<file path="src/rtl/bezier_path_flattener_defines.svh">
// Assertion macros used by the flattener engine module.
`ifndef BEZIER_PATH_FLATTENER_DEFINES_SVH
`define BEZIER_PATH_FLATTENER_DEFINES_SVH

// Same-cycle implication, disabled while reset is asserted.
`define BPF_ASSERT_NOW(label, clk, rstn, ante, cons, msg) \
    label: assert property (@(posedge clk) disable iff (!rstn) (ante) |-> (cons)) \
        else $error(msg);

// Next-cycle implication, disabled while reset is asserted.
`define BPF_ASSERT_NEXT(label, clk, rstn, ante, cons, msg) \
    label: assert property (@(posedge clk) disable iff (!rstn) (ante) |=> (cons)) \
        else $error(msg);

`endif

</file>
<file path="src/rtl/bpf_pkg.sv">
package bpf_pkg;

    // Coordinate format: signed fixed point with 4 fraction bits.
    localparam int COORD_WIDTH     = 20;
    localparam int DIFF_WIDTH      = COORD_WIDTH + 1;
    localparam int PROD_WIDTH      = 2 * DIFF_WIDTH;
    localparam int CROSS_WIDTH     = PROD_WIDTH + 1;
    localparam int DIST_WIDTH      = CROSS_WIDTH + 1;
    localparam int LEN_WIDTH       = PROD_WIDTH + 1;
    localparam int TOL_WIDTH       = 16;
    localparam int FLAT_LIMIT_BITS = 42;
    localparam int SPLIT_LO        = 32;
    localparam int DHI_WIDTH       = FLAT_LIMIT_BITS - SPLIT_LO;
    localparam int LHI_WIDTH       = LEN_WIDTH - SPLIT_LO;
    localparam int CMP_WIDTH       = 2 * FLAT_LIMIT_BITS;

    localparam int DEFAULT_MAX_DEPTH = 5;
    localparam logic [TOL_WIDTH-1:0] TOL_RESET = 16'd64;

    // Input command codes.
    typedef enum logic [1:0] {
        ACT_MOVE  = 2'd0,
        ACT_LINE  = 2'd1,
        ACT_QUAD  = 2'd2,
        ACT_CUBIC = 2'd3
    } action_t;

    // Result kind codes.
    localparam logic [1:0] KIND_POINT = 2'd0;
    localparam logic [1:0] KIND_START = 2'd1;
    localparam logic [1:0] KIND_ERROR = 2'd2;

    // Work handed from the front to the back.
    typedef enum logic [1:0] {
        OP_EMIT  = 2'd0,
        OP_QUAD  = 2'd1,
        OP_CUBIC = 2'd2
    } op_t;

    typedef struct packed {
        logic [COORD_WIDTH-1:0] x;
        logic [COORD_WIDTH-1:0] y;
    } point_t;

    typedef struct packed {
        op_t        op;
        logic [1:0] kind;
        point_t     p0;
        point_t     p1;
        point_t     p2;
        point_t     p3;
    } cmd_t;

    // Midpoint rounded toward minus infinity.
    function automatic logic [COORD_WIDTH-1:0] half_floor(
        input logic [COORD_WIDTH-1:0] a,
        input logic [COORD_WIDTH-1:0] b
    );
        logic [COORD_WIDTH:0] s;
        s = {a[COORD_WIDTH-1], a} + {b[COORD_WIDTH-1], b};
        return s[COORD_WIDTH:1];
    endfunction

    function automatic point_t mid_pt(input point_t a, input point_t b);
        point_t r;
        r.x = half_floor(a.x, b.x);
        r.y = half_floor(a.y, b.y);
        return r;
    endfunction

    // Signed difference of two coordinates.
    function automatic logic signed [DIFF_WIDTH-1:0] coord_diff(
        input logic [COORD_WIDTH-1:0] a,
        input logic [COORD_WIDTH-1:0] b
    );
        return $signed({a[COORD_WIDTH-1], a}) - $signed({b[COORD_WIDTH-1], b});
    endfunction

endpackage

</file>
<file path="src/rtl/bpf_cmd_queue.sv">
module bpf_cmd_queue
    import bpf_pkg::*;
(
    input  logic aclk,
    input  logic aresetn,
    input  logic in_valid,
    output logic in_ready,
    input  cmd_t in_cmd,
    output logic out_valid,
    input  logic out_pop,
    output cmd_t out_cmd
);

    // Two-entry queue between the front and the back.
    cmd_t       slot_reg [2];
    logic       wr_ptr_reg, rd_ptr_reg;
    logic [1:0] count_reg;
    logic       push, pop;

    assign in_ready  = (count_reg != 2'd2);
    assign out_valid = (count_reg != 2'd0);
    assign out_cmd   = slot_reg[rd_ptr_reg];
    assign push      = in_valid && in_ready;
    assign pop       = out_pop && out_valid;

    always_ff @(posedge aclk) begin
        if (push) begin
            slot_reg[wr_ptr_reg] <= in_cmd;
        end
    end

    always_ff @(posedge aclk) begin
        if (!aresetn) begin
            wr_ptr_reg <= 1'b0;
            rd_ptr_reg <= 1'b0;
            count_reg  <= 2'd0;
        end else begin
            if (push) begin
                wr_ptr_reg <= !wr_ptr_reg;
            end
            if (pop) begin
                rd_ptr_reg <= !rd_ptr_reg;
            end
            count_reg <= count_reg + {1'b0, push} - {1'b0, pop};
        end
    end

endmodule

</file>
<file path="config.mk">
export PLATFORM = sky130hd
export DESIGN_NAME = bpf_cmd_queue
export DESIGN_NICKNAME = d
export VERILOG_FILES = /design/src/rtl/bezier_path_flattener_defines.svh /design/src/rtl/bpf_pkg.sv /design/src/rtl/bpf_cmd_queue.sv
export SDC_FILE = /design/constraint.sdc
export NUM_CORES = 1
export LEC_CHECK = 0
export BUFFER_PORTS_ARGS = -buffer_cell sky130_fd_sc_hd__buf_2
export CORE_MARGIN = 2
export CORE_UTILIZATION = 47
export CTS_CLUSTER_DIAMETER = 100
export DETAILED_ROUTE_END_ITERATION = 16
export GPL_TIMING_DRIVEN = 0
export PLACE_DENSITY = 0.77
export SETUP_SLACK_MARGIN = 0.02
export SLEW_MARGIN = 20
export SYNTH_ARGS = -nofsm -noshare
export SYNTH_HDL_FRONTEND = slang
export SYNTH_SLANG_ARGS = --single-unit
</file>
<file path="constraint.sdc">
create_clock -name aclk -period 4.97 [get_ports aclk]
set_input_delay 0.497 -clock aclk [delete_from_list [all_inputs] [get_ports aclk]]
set_output_delay 0.497 -clock aclk [all_outputs]
set_load 0.05 [all_outputs]
</file>
# Yosys cells after proc, flatten, opt, wreduce, memory -nomap -nowiden
# Memory sizes are Yosys's and may differ from the RTL's. A register that Yosys moved wholly into a read port is not among the register bits.
# Index checks and enable logic that the tools add are counted.
# word_totals
mem_bits_rw,328
output_inout_bits,166
n_memories,1
inputBits,168
register_bits,4
wordCells,16
# mem_list
name,words,word_bits,rd,rd_clocked_by_memory_dff,wr,line_no,source
slot_reg,2,164,1,1,1,bpf_cmd_queue.sv:15,cmd_t slot_reg [2];
# classes
n_addsub,2
n_eq_ne,1
n_mux,4
reduce_logical,5
# op_table
operator,count
1-bit 2-to-1 mux,4
2-bit by 1-bit adder with 2-bit output,1
1-bit logical AND,2
1-bit zero test,2
2-bit inequality test (second input constant),1
2-bit nonzero test,1
2-bit by 1-bit subtractor with 2-bit output,1

# Logic depth before layout (Yosys ltp)
# depth
word_depth,4
depth_mapped,6
depth_no_buf,6

# Worst setup path before layout
# OpenSTA, ideal clock, no wires.
# synth_timing
path_type,register to register
start,register count_reg[0]
end,"memory slot_reg[1][0] (netlist bit), enable pin"
stages_incl_launch_ff,3
path_buffers,0
arrival_ps,4798
setup_slack_ps,-373
synth_period_minus_slack_ps,5343
cell_sequence,dfxtp_1 nand2b_1 and3_1
# synth_via
elab_chain_cells,4
# synth_rtl
element,line_no,source
from (decl),bpf_cmd_queue.sv:17,logic [1:0] count_reg;
from (signal assigned),bpf_cmd_queue.sv:44,"count_reg <= count_reg + {1'b0, push} - {1'b0, pop};"
2-bit inequality test,bpf_cmd_queue.sv:20,assign in_ready = (count_reg != 2'd2);
net in_ready,bpf_cmd_queue.sv:7,"output logic in_ready,"
1-bit logical AND,bpf_cmd_queue.sv:23,assign push = in_valid && in_ready;
1-bit 2-to-1 mux,bpf_cmd_queue.sv:27,if (push) begin
1-bit 2-to-1 mux (implied by the code),bpf_cmd_queue.sv:28,slot_reg[wr_ptr_reg] <= in_cmd;
to (decl),bpf_cmd_queue.sv:15,
# The timed path passes the listed nets, and every way through them passes these cells.

==> flow_summary.json <==
{
  "finalSetupViolCount": 0,
  "final_nets": 1083,
  "yosysWarningCount": 0,
  "cts_tree": "yes",
  "dp_hpwl_um": 15800,
  "multi_input_area_mm2": 0.00201,
  "netlist_area_mm2": 0.0121,
  "core_area_mm2": 0.0253,
  "skew_ns": 0.00791,
  "clock.fmax_ghz": 0.400,
  "io_buffers": 333,
  "finalNonFillerCells": 1267,
  "ys_seq_area_share_pct": 82.3,
  "first_pass_iters": 4,
  "leakage_uw": 0.00578,
  "vias_per_cell": 4.94,
  "clock_latency_ns": 0.49,
  "antenna_found_initial": 3,
  "async_reset_ff_share_pct": 0,
  "slew_headroom_pct": 53.3,
  "synth_top_area_share_pct": 81.5,
  "ant_nets": 0,
  "critPathKind": "reg2out",
  "critPathCaptureType": "primary output",
  "reg2reg_depth": 4,
  "power.density_mw_per_mm2": 542,
  "hold_viol": 0,
  "yosysMostFrequentCell": "edfxtp_1",
  "tightestPinTransition_ns": 0.701,
  "rsz0062_at_grt": "false",
  "start_kind": "register",
  "die_area_mm2": 0.0270,
  "r2r-end": "slot_reg[1][95]$_DFFE_PP_",
  "fin_util_pct": 60.9,
  "rows": 58,
  "drv_cap": 0,
  "cts-root-buf": "clkbuf_16",
  "grt_max_degree": 90,
  "min_path_cells": 1,
  "ys_ff_latch": 333,
  "grt_pass1_vias": 6637,
  "grt_pass1_wl_um": 34600,
  "period_needed_ns": 2.50,
  "clk_pin_slew_worst_paths_ns": 0.06,
  "final_area_mm2": 0.0154,
  "seqCellArea_mm2": 0.00995,
  "path_max_fanout": 10,
  "avgRoutedWirePerCell_um": 18.6,
  "place_area_mm2": 0.0143,
  "r2r_slack_ns": 2.76,
  "yosys_most_used_dff": "edfxtp_1",
  "cts_inserted_buffers": 35,
  "worst_slack_ns": 2.47,
  "track_usage_pct": 16.7,
  "die_width_um": 164,
  "syn-num-nets": 709,
  "htree_levels": 2,
  "timing.rr.start": "count_reg[0]$_SDFF_PN0_",
  "place_congestion": 0.713,
  "synth_cell_types": 25,
  "layout-drive-gt1-share_pct": 52.0,
  "arrival_ns": 2.00,
  "vdd_drop_max_mv": 0.406,
  "fillers": 1882,
  "wl_um": 23500,
  "drc": 0,
  "cts_hold_buf": 0,
  "status": "finished, final reports clean",
  "vias": 6263,
  "finalCritPeriodShare_pct": 50.3,
  "syn2layout_area_growth_pct": 27.1,
  "synth_edf_count": 328,
  "cts_buffer_depth": 3,
  "slew_viol_final": 0,
  "fin_setup_tns_ns": 0,
  "cts.sink_count": 333,
  "initial_core_util_pct": 47.9,
  "synthTopCellsByCount": "edfxtp_1, mux2_1, mux2_2",
  "dp.cells": 1207,
  "post-cts-setup-buffers": 0,
  "worstHoldStart": "in_cmd[75]",
  "synthCells": 540,
  "crit_required_ns": 4.47,
  "grt_overflow_total": 0,
  "hold_path_class": "in2reg",
  "drt_iter0_markers": 391,
  "avgSynthCellArea_um2": 22.4,
  "die_h_um": 164,
  "cts_resized": 0,
  "synth.largest_area_cell": "edfxtp_1",
  "largest_reg_flops": 328,
  "hold_path_end": "slot_reg[0][75]$_DFFE_PP_",
  "dp_slack_ns": 2.69,
  "top_level_ports": 334,
  "ys_top_cells_by_area": "edfxtp_1, mux2_1, mux2_2, buf_4, dfxtp_1"
}
==> cells by family after synthesis <==
logic type	count (synthesis)	share of synthesized area (%)
flip-flops	333	82.3
XOR/XNOR	1	0.0725
adder cells (fa/ha/maj)	1	0.103
AO/OA/AOI/OAI	6	0.362
buffers and inverters	20	1.14
multiplexers	164	15.3
AND/OR/NAND/NOR	15	0.756
==> metrics by stage <==
step                hold WS, ns  total power, uW
finish                    0.191             8340
global route              0.164             8650
CTS                       0.164             8440
detailed placement        0.492             5980
global placement          0.490             5980
floorplan                 0.472             5430
==> worst max-delay path: stages, from the launching register on <==
cell	delay, ns
dfxtp_1	0.31
buf_2	0.34
buf_4	0.28
mux2_2	0.35
buf_2	0.22
==> layout make-up <==
| type | instances | share of cell area (%) |
|---|---|---|
| Clock buffer | 45 | 6.22 |
| Buffer | 18 | 0.847 |
| Tap cell | 330 | 2.69 |
| Multi-Input combinational cell | 187 | 13.1 |
| Clock inverter | 13 | 0.814 |
| Sequential cell | 333 | 64.7 |
| Timing Repair Buffer | 337 | 11.5 |
| Antenna cell | 2 | 0.0326 |
| Inverter | 2 | 0.0977 |
==> placed cells by master, fill, tap and decap left out <==
cell type and count:
clkbuf_1 8, edfxtp_1 328, ha_1 1, nand3_1 1, clkinv_8 1, and3_1 1
dfxtp_1 5, buf_16 3, clkinv_4 1, buf_4 16, nand2b_1 1, clkinv_1 4
o21ai_0 2, o21ba_2 1, buf_2 335, mux2_1 84, nor3_2 1, a21oi_1 1
clkinv_2 5, clkbuf_16 37, a21bo_1 1, or2_2 1, o31a_1 1, diode_2 2
nor4bb_1 1, mux2_2 80, nand3b_1 1, nor2b_1 1, bufinv_16 2, buf_12 1
inv_8 1, nor2_1 4, xor2_1 1, and3_4 1, inv_1 1, nor4_1 1
and2_1 1
==> worst max path at each step <==
| stage | startpoint | slack (ns) | end | depth (start not counted) |
|---|---|---|---|---|
| 6_report | register | 2.47 | out_cmd[91] | 4 |
| 5_1_grt | register | 2.35 | out_cmd[91] | 4 |
| 4_1_cts | register | 2.39 | out_cmd[91] | 4 |
| 3_5_place_dp | in_valid | 2.69 | slot_reg[1][31]$_DFFE_PP_ | 4 |
| 3_3_place_gp | in_valid | -1.33 | slot_reg[0][20]$_DFFE_PP_ | 3 |
| 2_1_floorplan | count_reg[0]$_SDFF_PN0_ | 0.24 | slot_reg[0][0]$_DFFE_PP_ | 3 |
==> layer usage <==
metal | GRT usage (%) | routed length [um]
met5 | 0 | 0
met4 | 6.68 | 791
met3 | 5.78 | 2210
met2 | 29.2 | 11800
met1 | 18.8 | 8770
==> power breakdown <==
group	internal (uW)	leakage [uW]	switching, uW
Combinational	645	0.00214	1780
Sequential	3410	0.00311	60.2
Clock	1460	0.000531	976
Total	5510	0.00578	2820
Note: power is estimated with default switching activity, not from simulation.
