$ cat config.mk
export PLATFORM = sky130hd
export DESIGN_NAME = bpf_front
export DESIGN_NICKNAME = d
export VERILOG_FILES = /design/src/rtl/bezier_path_flattener_defines.svh /design/src/rtl/bpf_pkg.sv /design/src/rtl/bpf_front.sv
export SDC_FILE = /design/constraint.sdc
export NUM_CORES = 1
export LEC_CHECK = 0
export BUFFER_PORTS_ARGS = -buffer_cell sky130_fd_sc_hd__buf_2
export CAP_MARGIN = 0
export CORE_AREA = 5 5 109 111
export CTS_CLUSTER_DIAMETER = 50
export CTS_CLUSTER_SIZE = 16
export DETAILED_ROUTE_END_ITERATION = 12
export DIE_AREA = 0 0 114 116
export GPL_ROUTABILITY_DRIVEN = 0
export PLACE_DENSITY = 0.86
export SKIP_LAST_GASP = 1
export SLEW_MARGIN = 20
export SYNTH_ARGS = -nofsm -noshare
export SYNTH_HDL_FRONTEND = slang
export SYNTH_SLANG_ARGS = --single-unit
$ cat constraint.sdc
create_clock -name aclk -period 4.6 [get_ports aclk]
set_clock_uncertainty 0.1 [all_clocks]
set_input_delay 1.38 -clock aclk [delete_from_list [all_inputs] [get_ports aclk]]
set_output_delay 1.38 -clock aclk [all_outputs]
set_load 0.05 [all_outputs]
$ cat src/rtl/bezier_path_flattener_defines.svh
// Assertion macros used by the flattener engine module.
`ifndef BEZIER_PATH_FLATTENER_DEFINES_SVH
`define BEZIER_PATH_FLATTENER_DEFINES_SVH

// Same-cycle implication, disabled while reset is asserted.
`define BPF_ASSERT_NOW(label, clk, rstn, ante, cons, msg) \
    label: assert property (@(posedge clk) disable iff (!rstn) (ante) |-> (cons)) \
        else $error(msg);

// Next-cycle implication, disabled while reset is asserted.
`define BPF_ASSERT_NEXT(label, clk, rstn, ante, cons, msg) \
    label: assert property (@(posedge clk) disable iff (!rstn) (ante) |=> (cons)) \
        else $error(msg);

`endif

$ cat src/rtl/bpf_pkg.sv
package bpf_pkg;

    // Coordinate format: signed fixed point with 4 fraction bits.
    localparam int COORD_WIDTH     = 20;
    localparam int DIFF_WIDTH      = COORD_WIDTH + 1;
    localparam int PROD_WIDTH      = 2 * DIFF_WIDTH;
    localparam int CROSS_WIDTH     = PROD_WIDTH + 1;
    localparam int DIST_WIDTH      = CROSS_WIDTH + 1;
    localparam int LEN_WIDTH       = PROD_WIDTH + 1;
    localparam int TOL_WIDTH       = 16;
    localparam int FLAT_LIMIT_BITS = 42;
    localparam int SPLIT_LO        = 32;
    localparam int DHI_WIDTH       = FLAT_LIMIT_BITS - SPLIT_LO;
    localparam int LHI_WIDTH       = LEN_WIDTH - SPLIT_LO;
    localparam int CMP_WIDTH       = 2 * FLAT_LIMIT_BITS;

    localparam int DEFAULT_MAX_DEPTH = 5;
    localparam logic [TOL_WIDTH-1:0] TOL_RESET = 16'd64;

    // Input command codes.
    typedef enum logic [1:0] {
        ACT_MOVE  = 2'd0,
        ACT_LINE  = 2'd1,
        ACT_QUAD  = 2'd2,
        ACT_CUBIC = 2'd3
    } action_t;

    // Result kind codes.
    localparam logic [1:0] KIND_POINT = 2'd0;
    localparam logic [1:0] KIND_START = 2'd1;
    localparam logic [1:0] KIND_ERROR = 2'd2;

    // Work handed from the front to the back.
    typedef enum logic [1:0] {
        OP_EMIT  = 2'd0,
        OP_QUAD  = 2'd1,
        OP_CUBIC = 2'd2
    } op_t;

    typedef struct packed {
        logic [COORD_WIDTH-1:0] x;
        logic [COORD_WIDTH-1:0] y;
    } point_t;

    typedef struct packed {
        op_t        op;
        logic [1:0] kind;
        point_t     p0;
        point_t     p1;
        point_t     p2;
        point_t     p3;
    } cmd_t;

    // Midpoint rounded toward minus infinity.
    function automatic logic [COORD_WIDTH-1:0] half_floor(
        input logic [COORD_WIDTH-1:0] a,
        input logic [COORD_WIDTH-1:0] b
    );
        logic [COORD_WIDTH:0] s;
        s = {a[COORD_WIDTH-1], a} + {b[COORD_WIDTH-1], b};
        return s[COORD_WIDTH:1];
    endfunction

    function automatic point_t mid_pt(input point_t a, input point_t b);
        point_t r;
        r.x = half_floor(a.x, b.x);
        r.y = half_floor(a.y, b.y);
        return r;
    endfunction

    // Signed difference of two coordinates.
    function automatic logic signed [DIFF_WIDTH-1:0] coord_diff(
        input logic [COORD_WIDTH-1:0] a,
        input logic [COORD_WIDTH-1:0] b
    );
        return $signed({a[COORD_WIDTH-1], a}) - $signed({b[COORD_WIDTH-1], b});
    endfunction

endpackage

$ cat src/rtl/bpf_front.sv
module bpf_front
    import bpf_pkg::*;
(
    input  logic                          aclk,
    input  logic                          aresetn,
    input  logic                          s_valid,
    output logic                          s_ready,
    input  logic [1:0]                    s_action,
    input  logic signed [COORD_WIDTH-1:0] s_ax,
    input  logic signed [COORD_WIDTH-1:0] s_ay,
    input  logic signed [COORD_WIDTH-1:0] s_bx,
    input  logic signed [COORD_WIDTH-1:0] s_by,
    input  logic signed [COORD_WIDTH-1:0] s_cx,
    input  logic signed [COORD_WIDTH-1:0] s_cy,
    output logic                          push_valid,
    input  logic                          push_ready,
    output cmd_t                          push_cmd
);

    logic [COORD_WIDTH-1:0] last_x_reg, last_y_reg;
    logic                   move_pending_reg;
    logic                   accept;
    logic                   line_same;
    point_t                 pa, pb, pc, plast;

    assign s_ready = push_ready;
    assign accept  = s_valid && s_ready;

    assign pa    = '{x: s_ax, y: s_ay};
    assign pb    = '{x: s_bx, y: s_by};
    assign pc    = '{x: s_cx, y: s_cy};
    assign plast = '{x: last_x_reg, y: last_y_reg};

    assign line_same = (pa == plast);

    // Classify the incoming transaction into a command for the back end.
    always_comb begin
        push_cmd.op   = OP_EMIT;
        push_cmd.kind = KIND_POINT;
        push_cmd.p0   = pa;
        push_cmd.p1   = pa;
        push_cmd.p2   = pb;
        push_cmd.p3   = pc;
        push_valid    = s_valid;
        case (action_t'(s_action))
            ACT_MOVE: begin
                if (move_pending_reg) begin
                    push_cmd.kind = KIND_ERROR;
                    push_cmd.p0   = '0;
                end else begin
                    push_cmd.kind = KIND_START;
                end
            end
            ACT_LINE: begin
                push_valid = s_valid && !line_same;
            end
            ACT_QUAD: begin
                push_cmd.op = OP_QUAD;
                push_cmd.p0 = plast;
                push_cmd.p3 = pb;
            end
            default: begin
                push_cmd.op = OP_CUBIC;
                push_cmd.p0 = plast;
            end
        endcase
    end

    // Current point and subpath tracking.
    always_ff @(posedge aclk) begin
        if (!aresetn) begin
            last_x_reg       <= '0;
            last_y_reg       <= '0;
            move_pending_reg <= 1'b0;
        end else if (accept) begin
            case (action_t'(s_action))
                ACT_MOVE: begin
                    if (!move_pending_reg) begin
                        last_x_reg       <= pa.x;
                        last_y_reg       <= pa.y;
                        move_pending_reg <= 1'b1;
                    end
                end
                ACT_LINE: begin
                    if (!line_same) begin
                        last_x_reg       <= pa.x;
                        last_y_reg       <= pa.y;
                        move_pending_reg <= 1'b0;
                    end
                end
                ACT_QUAD: begin
                    last_x_reg       <= pb.x;
                    last_y_reg       <= pb.y;
                    move_pending_reg <= 1'b0;
                end
                default: begin
                    last_x_reg       <= pc.x;
                    last_y_reg       <= pc.y;
                    move_pending_reg <= 1'b0;
                end
            endcase
        end
    end

endmodule

* Word level (Yosys, flattened, before mapping)
Index checks and enable logic that the tools add are counted.
** Storage, ports and cells
- Flip-flop bits (word level) :: 41
- Bits of input ports :: 126
- Output and inout port bits :: 166
- Logic and storage cells :: 30
** Operators by class
- Eq/ne operators :: 5
- Muxes and demuxes :: 15
- Reduce and logical (&&, ||, !) cells :: 7
** Operators with widths (number)
- 20-bit one-hot mux with 3 select lines :: 2
- 20-bit two-way mux :: 4
- 40-bit two-way mux :: 2
- 40-bit one-hot mux with 2 select lines :: 1
- 40-bit == test :: 1
- 2-bit two-way mux :: 2
- 2-bit inequality test (second input constant) :: 2
- 2-bit one-hot mux with 2 select lines :: 1
- 3-bit AND reduction :: 1
- 2-bit by 1-bit == test with 1-bit output (second input constant) :: 1
- 2-bit == test (second input constant) :: 1
- 1-bit logical AND :: 2
- 2-bit logical NOT :: 1
- 1-bit two-way mux :: 2
- 1-bit one-hot mux with 2 select lines :: 1
- 2-bit AND reduction :: 1
- 2-bit OR reduction :: 1
- 1-bit logical NOT :: 1

* Depth between registers and ports, before layout
- Word-level depth :: 4
- Depth in mapped cells :: 8
- Mapped depth without buffers :: 6

* Worst setup path after synthesis
Ideal clock, no wire load.
- Kind :: input to output
- From :: input s_action[1]
- To :: output push_cmd[160] (netlist bit)
- Arrival :: 3.051 ns
- Data required time :: 3.120 ns
- Slack :: 0.069 ns
- Stages on the path :: 4
- Path buffers :: 3
- Path through :: clkbuf_1 -> clkbuf_1 -> clkbuf_1 -> nor3_1
** RTL lines
- from (decl) :: RTL line bpf_front.sv:8 : input logic [1:0] s_action,
- to (decl) :: RTL line bpf_front.sv:17 : output cmd_t push_cmd

* Final worst setup path
- From :: input s_ax[6]
- To :: output push_valid
** Between the ends
- Longest elaborated chain between the ends :: 4
** RTL lines
- from (decl) :: RTL line bpf_front.sv:9 : input logic signed [COORD_WIDTH-1:0] s_ax,
- 40-bit == test :: RTL line bpf_front.sv:34 : assign line_same = (pa == plast);
- 1-bit logical NOT
- 1-bit logical AND :: RTL line bpf_front.sv:55 : push_valid = s_valid && !line_same;
- 1-bit two-way mux :: RTL line bpf_front.sv:45 : case (action_t'(s_action))
- to (decl) :: RTL line bpf_front.sv:15 : output logic push_valid,
Every way passes these cells.

==> results.md <==
* Mapped Nets at 639
* # resized after CTS at 0
* Worst setup EP type: output pin
* Antenna Nets Post-Route at 0
* Drt first pass iters at 7
* Crit path kind: in2out
* Final WS setup at 233 ps
* Largest net degree at the start of global routing at 60
* Avg Synthesized Cell Area at 8.51 sq um
* Area grow syn2layout at 23.2%
* Worst-margin pin slew at 1050 ps
* Overflow left after global routing at 0
* Seq cells post-synth at 41
* Fmax at 0.229 GHz
* DRT Wirelength at 14,400 microns
* Core Rows at 38
* Drt initial violations at 326
* Layout Cells excl Fill at 842
* Seq/Total Area, Yosys at 0.188
* Initial Utilization at 0.408
* Initial antenna violation count at 0
* Vias in the first global route at 4,147
* Gate count of the mapped netlist at 513
* Core area at 0.0107 sq mm
* Synth Area in Compound Gates at 0.154
* Crit path time final at 4370 ps
* PortBufs at 291
* Final TNS setup at 0 ps
* Setup Viol. Count Final at 0
* Post-CTS Setup Repair Bufs at 0
* Root Buffer: clkbuf_8
* Max-cap violation count at 0
* Synth Area in Adders at 0
* Die H at 116 microns
* RSZ-0062 raised after global routing: no
* DP Worst Slack at 263 ps
* Vias at 4,339
* CP startpoint kind: input pin
* Critical-path cell list: buf_2 > xnor2_1 > nand4_1 > nor4_1 > a31oi_1 > buf_2
* Slowest cell delay on critical path at 530 ps
* Layout cell share with drive strength beyond 1 at 0.506
* Nets@finish at 828
* Largest family of logic cells by synthesized area: multiplexers
* Clock Latency Late Sink at 290 ps
* # fillers at 1,055
* Slowest CP cell: nor4_1
* Final worst path period share at 0.949
* WP data required at 3120 ps
* CTS buffer count at 5
* Hold buffer count at CTS at 0
* Final Max Slew Viols at 0
* Critical-path maximum fanout at 4
* Yosys warnings at 0
* Clock Sinks at 41
* # IOs at 292
* Final Hold Vio Count at 0
* GRT Util Overall at 0.202
* # DRC at 0
* Die area at 0.0132 sq mm
* Post-synthesis cell type count at 27
* VDD IR max at 147 uV
* Cell mode on critical path: buf_2
* Routed len/inst at 17.1 microns
* Status: finished clean
* Dpl cells at 835
* CP arrival at 2890 ps
* XOR/XNOR Fraction of Synth Area at 0.0802
* Pleak at 2.81 nW
* PwrDens at 265 mW/mm^2
* Detailed Place HPWL at 11,700 microns
* CTS tree: done
* Mux contribution to synthesized area at 0.286
* Post-Synth Simple-Gate Area at 0.102
* Min-Delay Path Class: reg2reg
* Max_slew headroom at 0.300
* # diodes at 0
* Clock-pin slew on the worst setup and hold paths at 80 ps
* Cell Area, Synth at 0.00437 sq mm
* Final Cell Area at 0.00538 sq mm
* Die X at 114 microns
* Critical path's top delay family: simple AND/OR/NAND/NOR gates
* Placed Area at 0.00530 sq mm
* H-tree depth at 2
* Clock Path Buffers at 2
* Tot Pwr at 1.43 mW
* First-pass GRT wire length at 21,300 microns
* Vias/cell at 5.15
* Critical path buffers and inverters at 2
## Yosys cell counts
cell type,number,area (sq um)
a21oi_1,1,5.00
a22o_1,40,350
a31oi_1,2,12.5
and2_1,1,6.26
buf_1,9,33.8
buf_2,3,15.0
buf_4,82,616
buf_8,4,60.1
clkbuf_1,23,86.3
dfxtp_1,41,821
inv_1,3,11.3
inv_2,1,3.75
mux2_2,40,450
mux2i_1,80,801
nand2_1,84,315
nand2_2,1,6.26
nand3_1,2,10.0
nand4_1,9,56.3
nor2_1,1,3.75
nor3_1,2,10.0
nor4_1,1,6.26
nor4_4,1,21.3
o211ai_1,40,300
o21ai_0,1,5.00
or3_4,1,11.3
xnor2_1,39,342
xor2_1,1,8.76
## through the flow
step / hold WS [ps] / util
after global placement: 372 / 0.495
after CTS: 393 / 0.503
after floorplan: 363 / -
after detailed placement: 380 / 0.495
after global routing: 413 / 0.503
final: 392 / 0.503
## final timing paths
check | start | end | slack, ps | depth (start not counted)
worst min-delay path | last_x_reg[1]$_SDFFE_PN0P_ | last_x_reg[1]$_SDFFE_PN0P_ | 390 | 2
worst min register to register | last_x_reg[1]$_SDFFE_PN0P_ | last_x_reg[1]$_SDFFE_PN0P_ | 390 | 2
worst max register to register | last_x_reg[6]$_SDFFE_PN0P_ | last_y_reg[12]$_SDFFE_PN0P_ | 2050 | 7
worst max-delay path | s_ax[6] | push_valid | 230 | 6
## worst min-delay path: stages, from the launching register on
cell and delay (ps):
dfxtp_1 330, nand2_1 60, mux2i_1 50
## logic make-up after synthesis
group	count (synthesis)
buffers and inverters	125
muxes	120
and+or+nand+nor	103
AOI/OAI and AO/OA	84
DFF	41
xor gates and xnor gates	40
## cell usage in the layout, fill, tap and decap left out
cell type  netlist  final
buf_2            3    290
and2_1           1      1
inv_1            3      3
nand3_1          2      2
nand2_1         84     83
clkbuf_1        23      1
nand4_1          9      9
mux2i_1         80     80
or3_4            1      1
a31oi_1          2      2
nor4_1           1      1
nor3_1           2      2
a22o_1          40     40
dfxtp_1         41     41
xnor2_1         39     39
nand2_2          1      2
o211ai_1        40     40
o21ai_0          1      1
nor2_1           1      1
mux2_2          40     40
clkbuf_8         0      6
xor2_1           1      1
nor4_4           1      1
a21oi_4          0      1
inv_2            1      1
buf_4           82     13
## per-layer routing
| metal | up-vias | track usage | part of all wire | routed length, microns |
|---|---|---|---|---|
| li1 | 2129 | - | - | - |
| met5 | - | 0 | 0 | 0 |
| met3 | 12 | 0.0402 | 0.072 | 1030 |
| met1 | 2001 | 0.259 | 0.41 | 5960 |
| met4 | 0 | 0.0420 | 0.013 | 180 |
| met2 | 197 | 0.354 | 0.50 | 7200 |
## area by class of cell
cell class	instances	area (sq um)	share of cell area
clock buffers	7	86.3	0.0160
inverters	4	15.0	0.00279
multi-input cells	347	2740	0.508
flip-flops and latches	41	821	0.153
well taps	140	175	0.0326
repair buffers	303	1550	0.288
## power by group
group / switching (mW) / total, mW / internal, mW
registers: 0.0203 / 0.398 / 0.377
clock network: 0.127 / 0.246 / 0.119
logic: 0.553 / 0.782 / 0.229
total: 0.700 / 1.43 / 0.726
No activity file was read; power rests on OpenSTA's default activity.
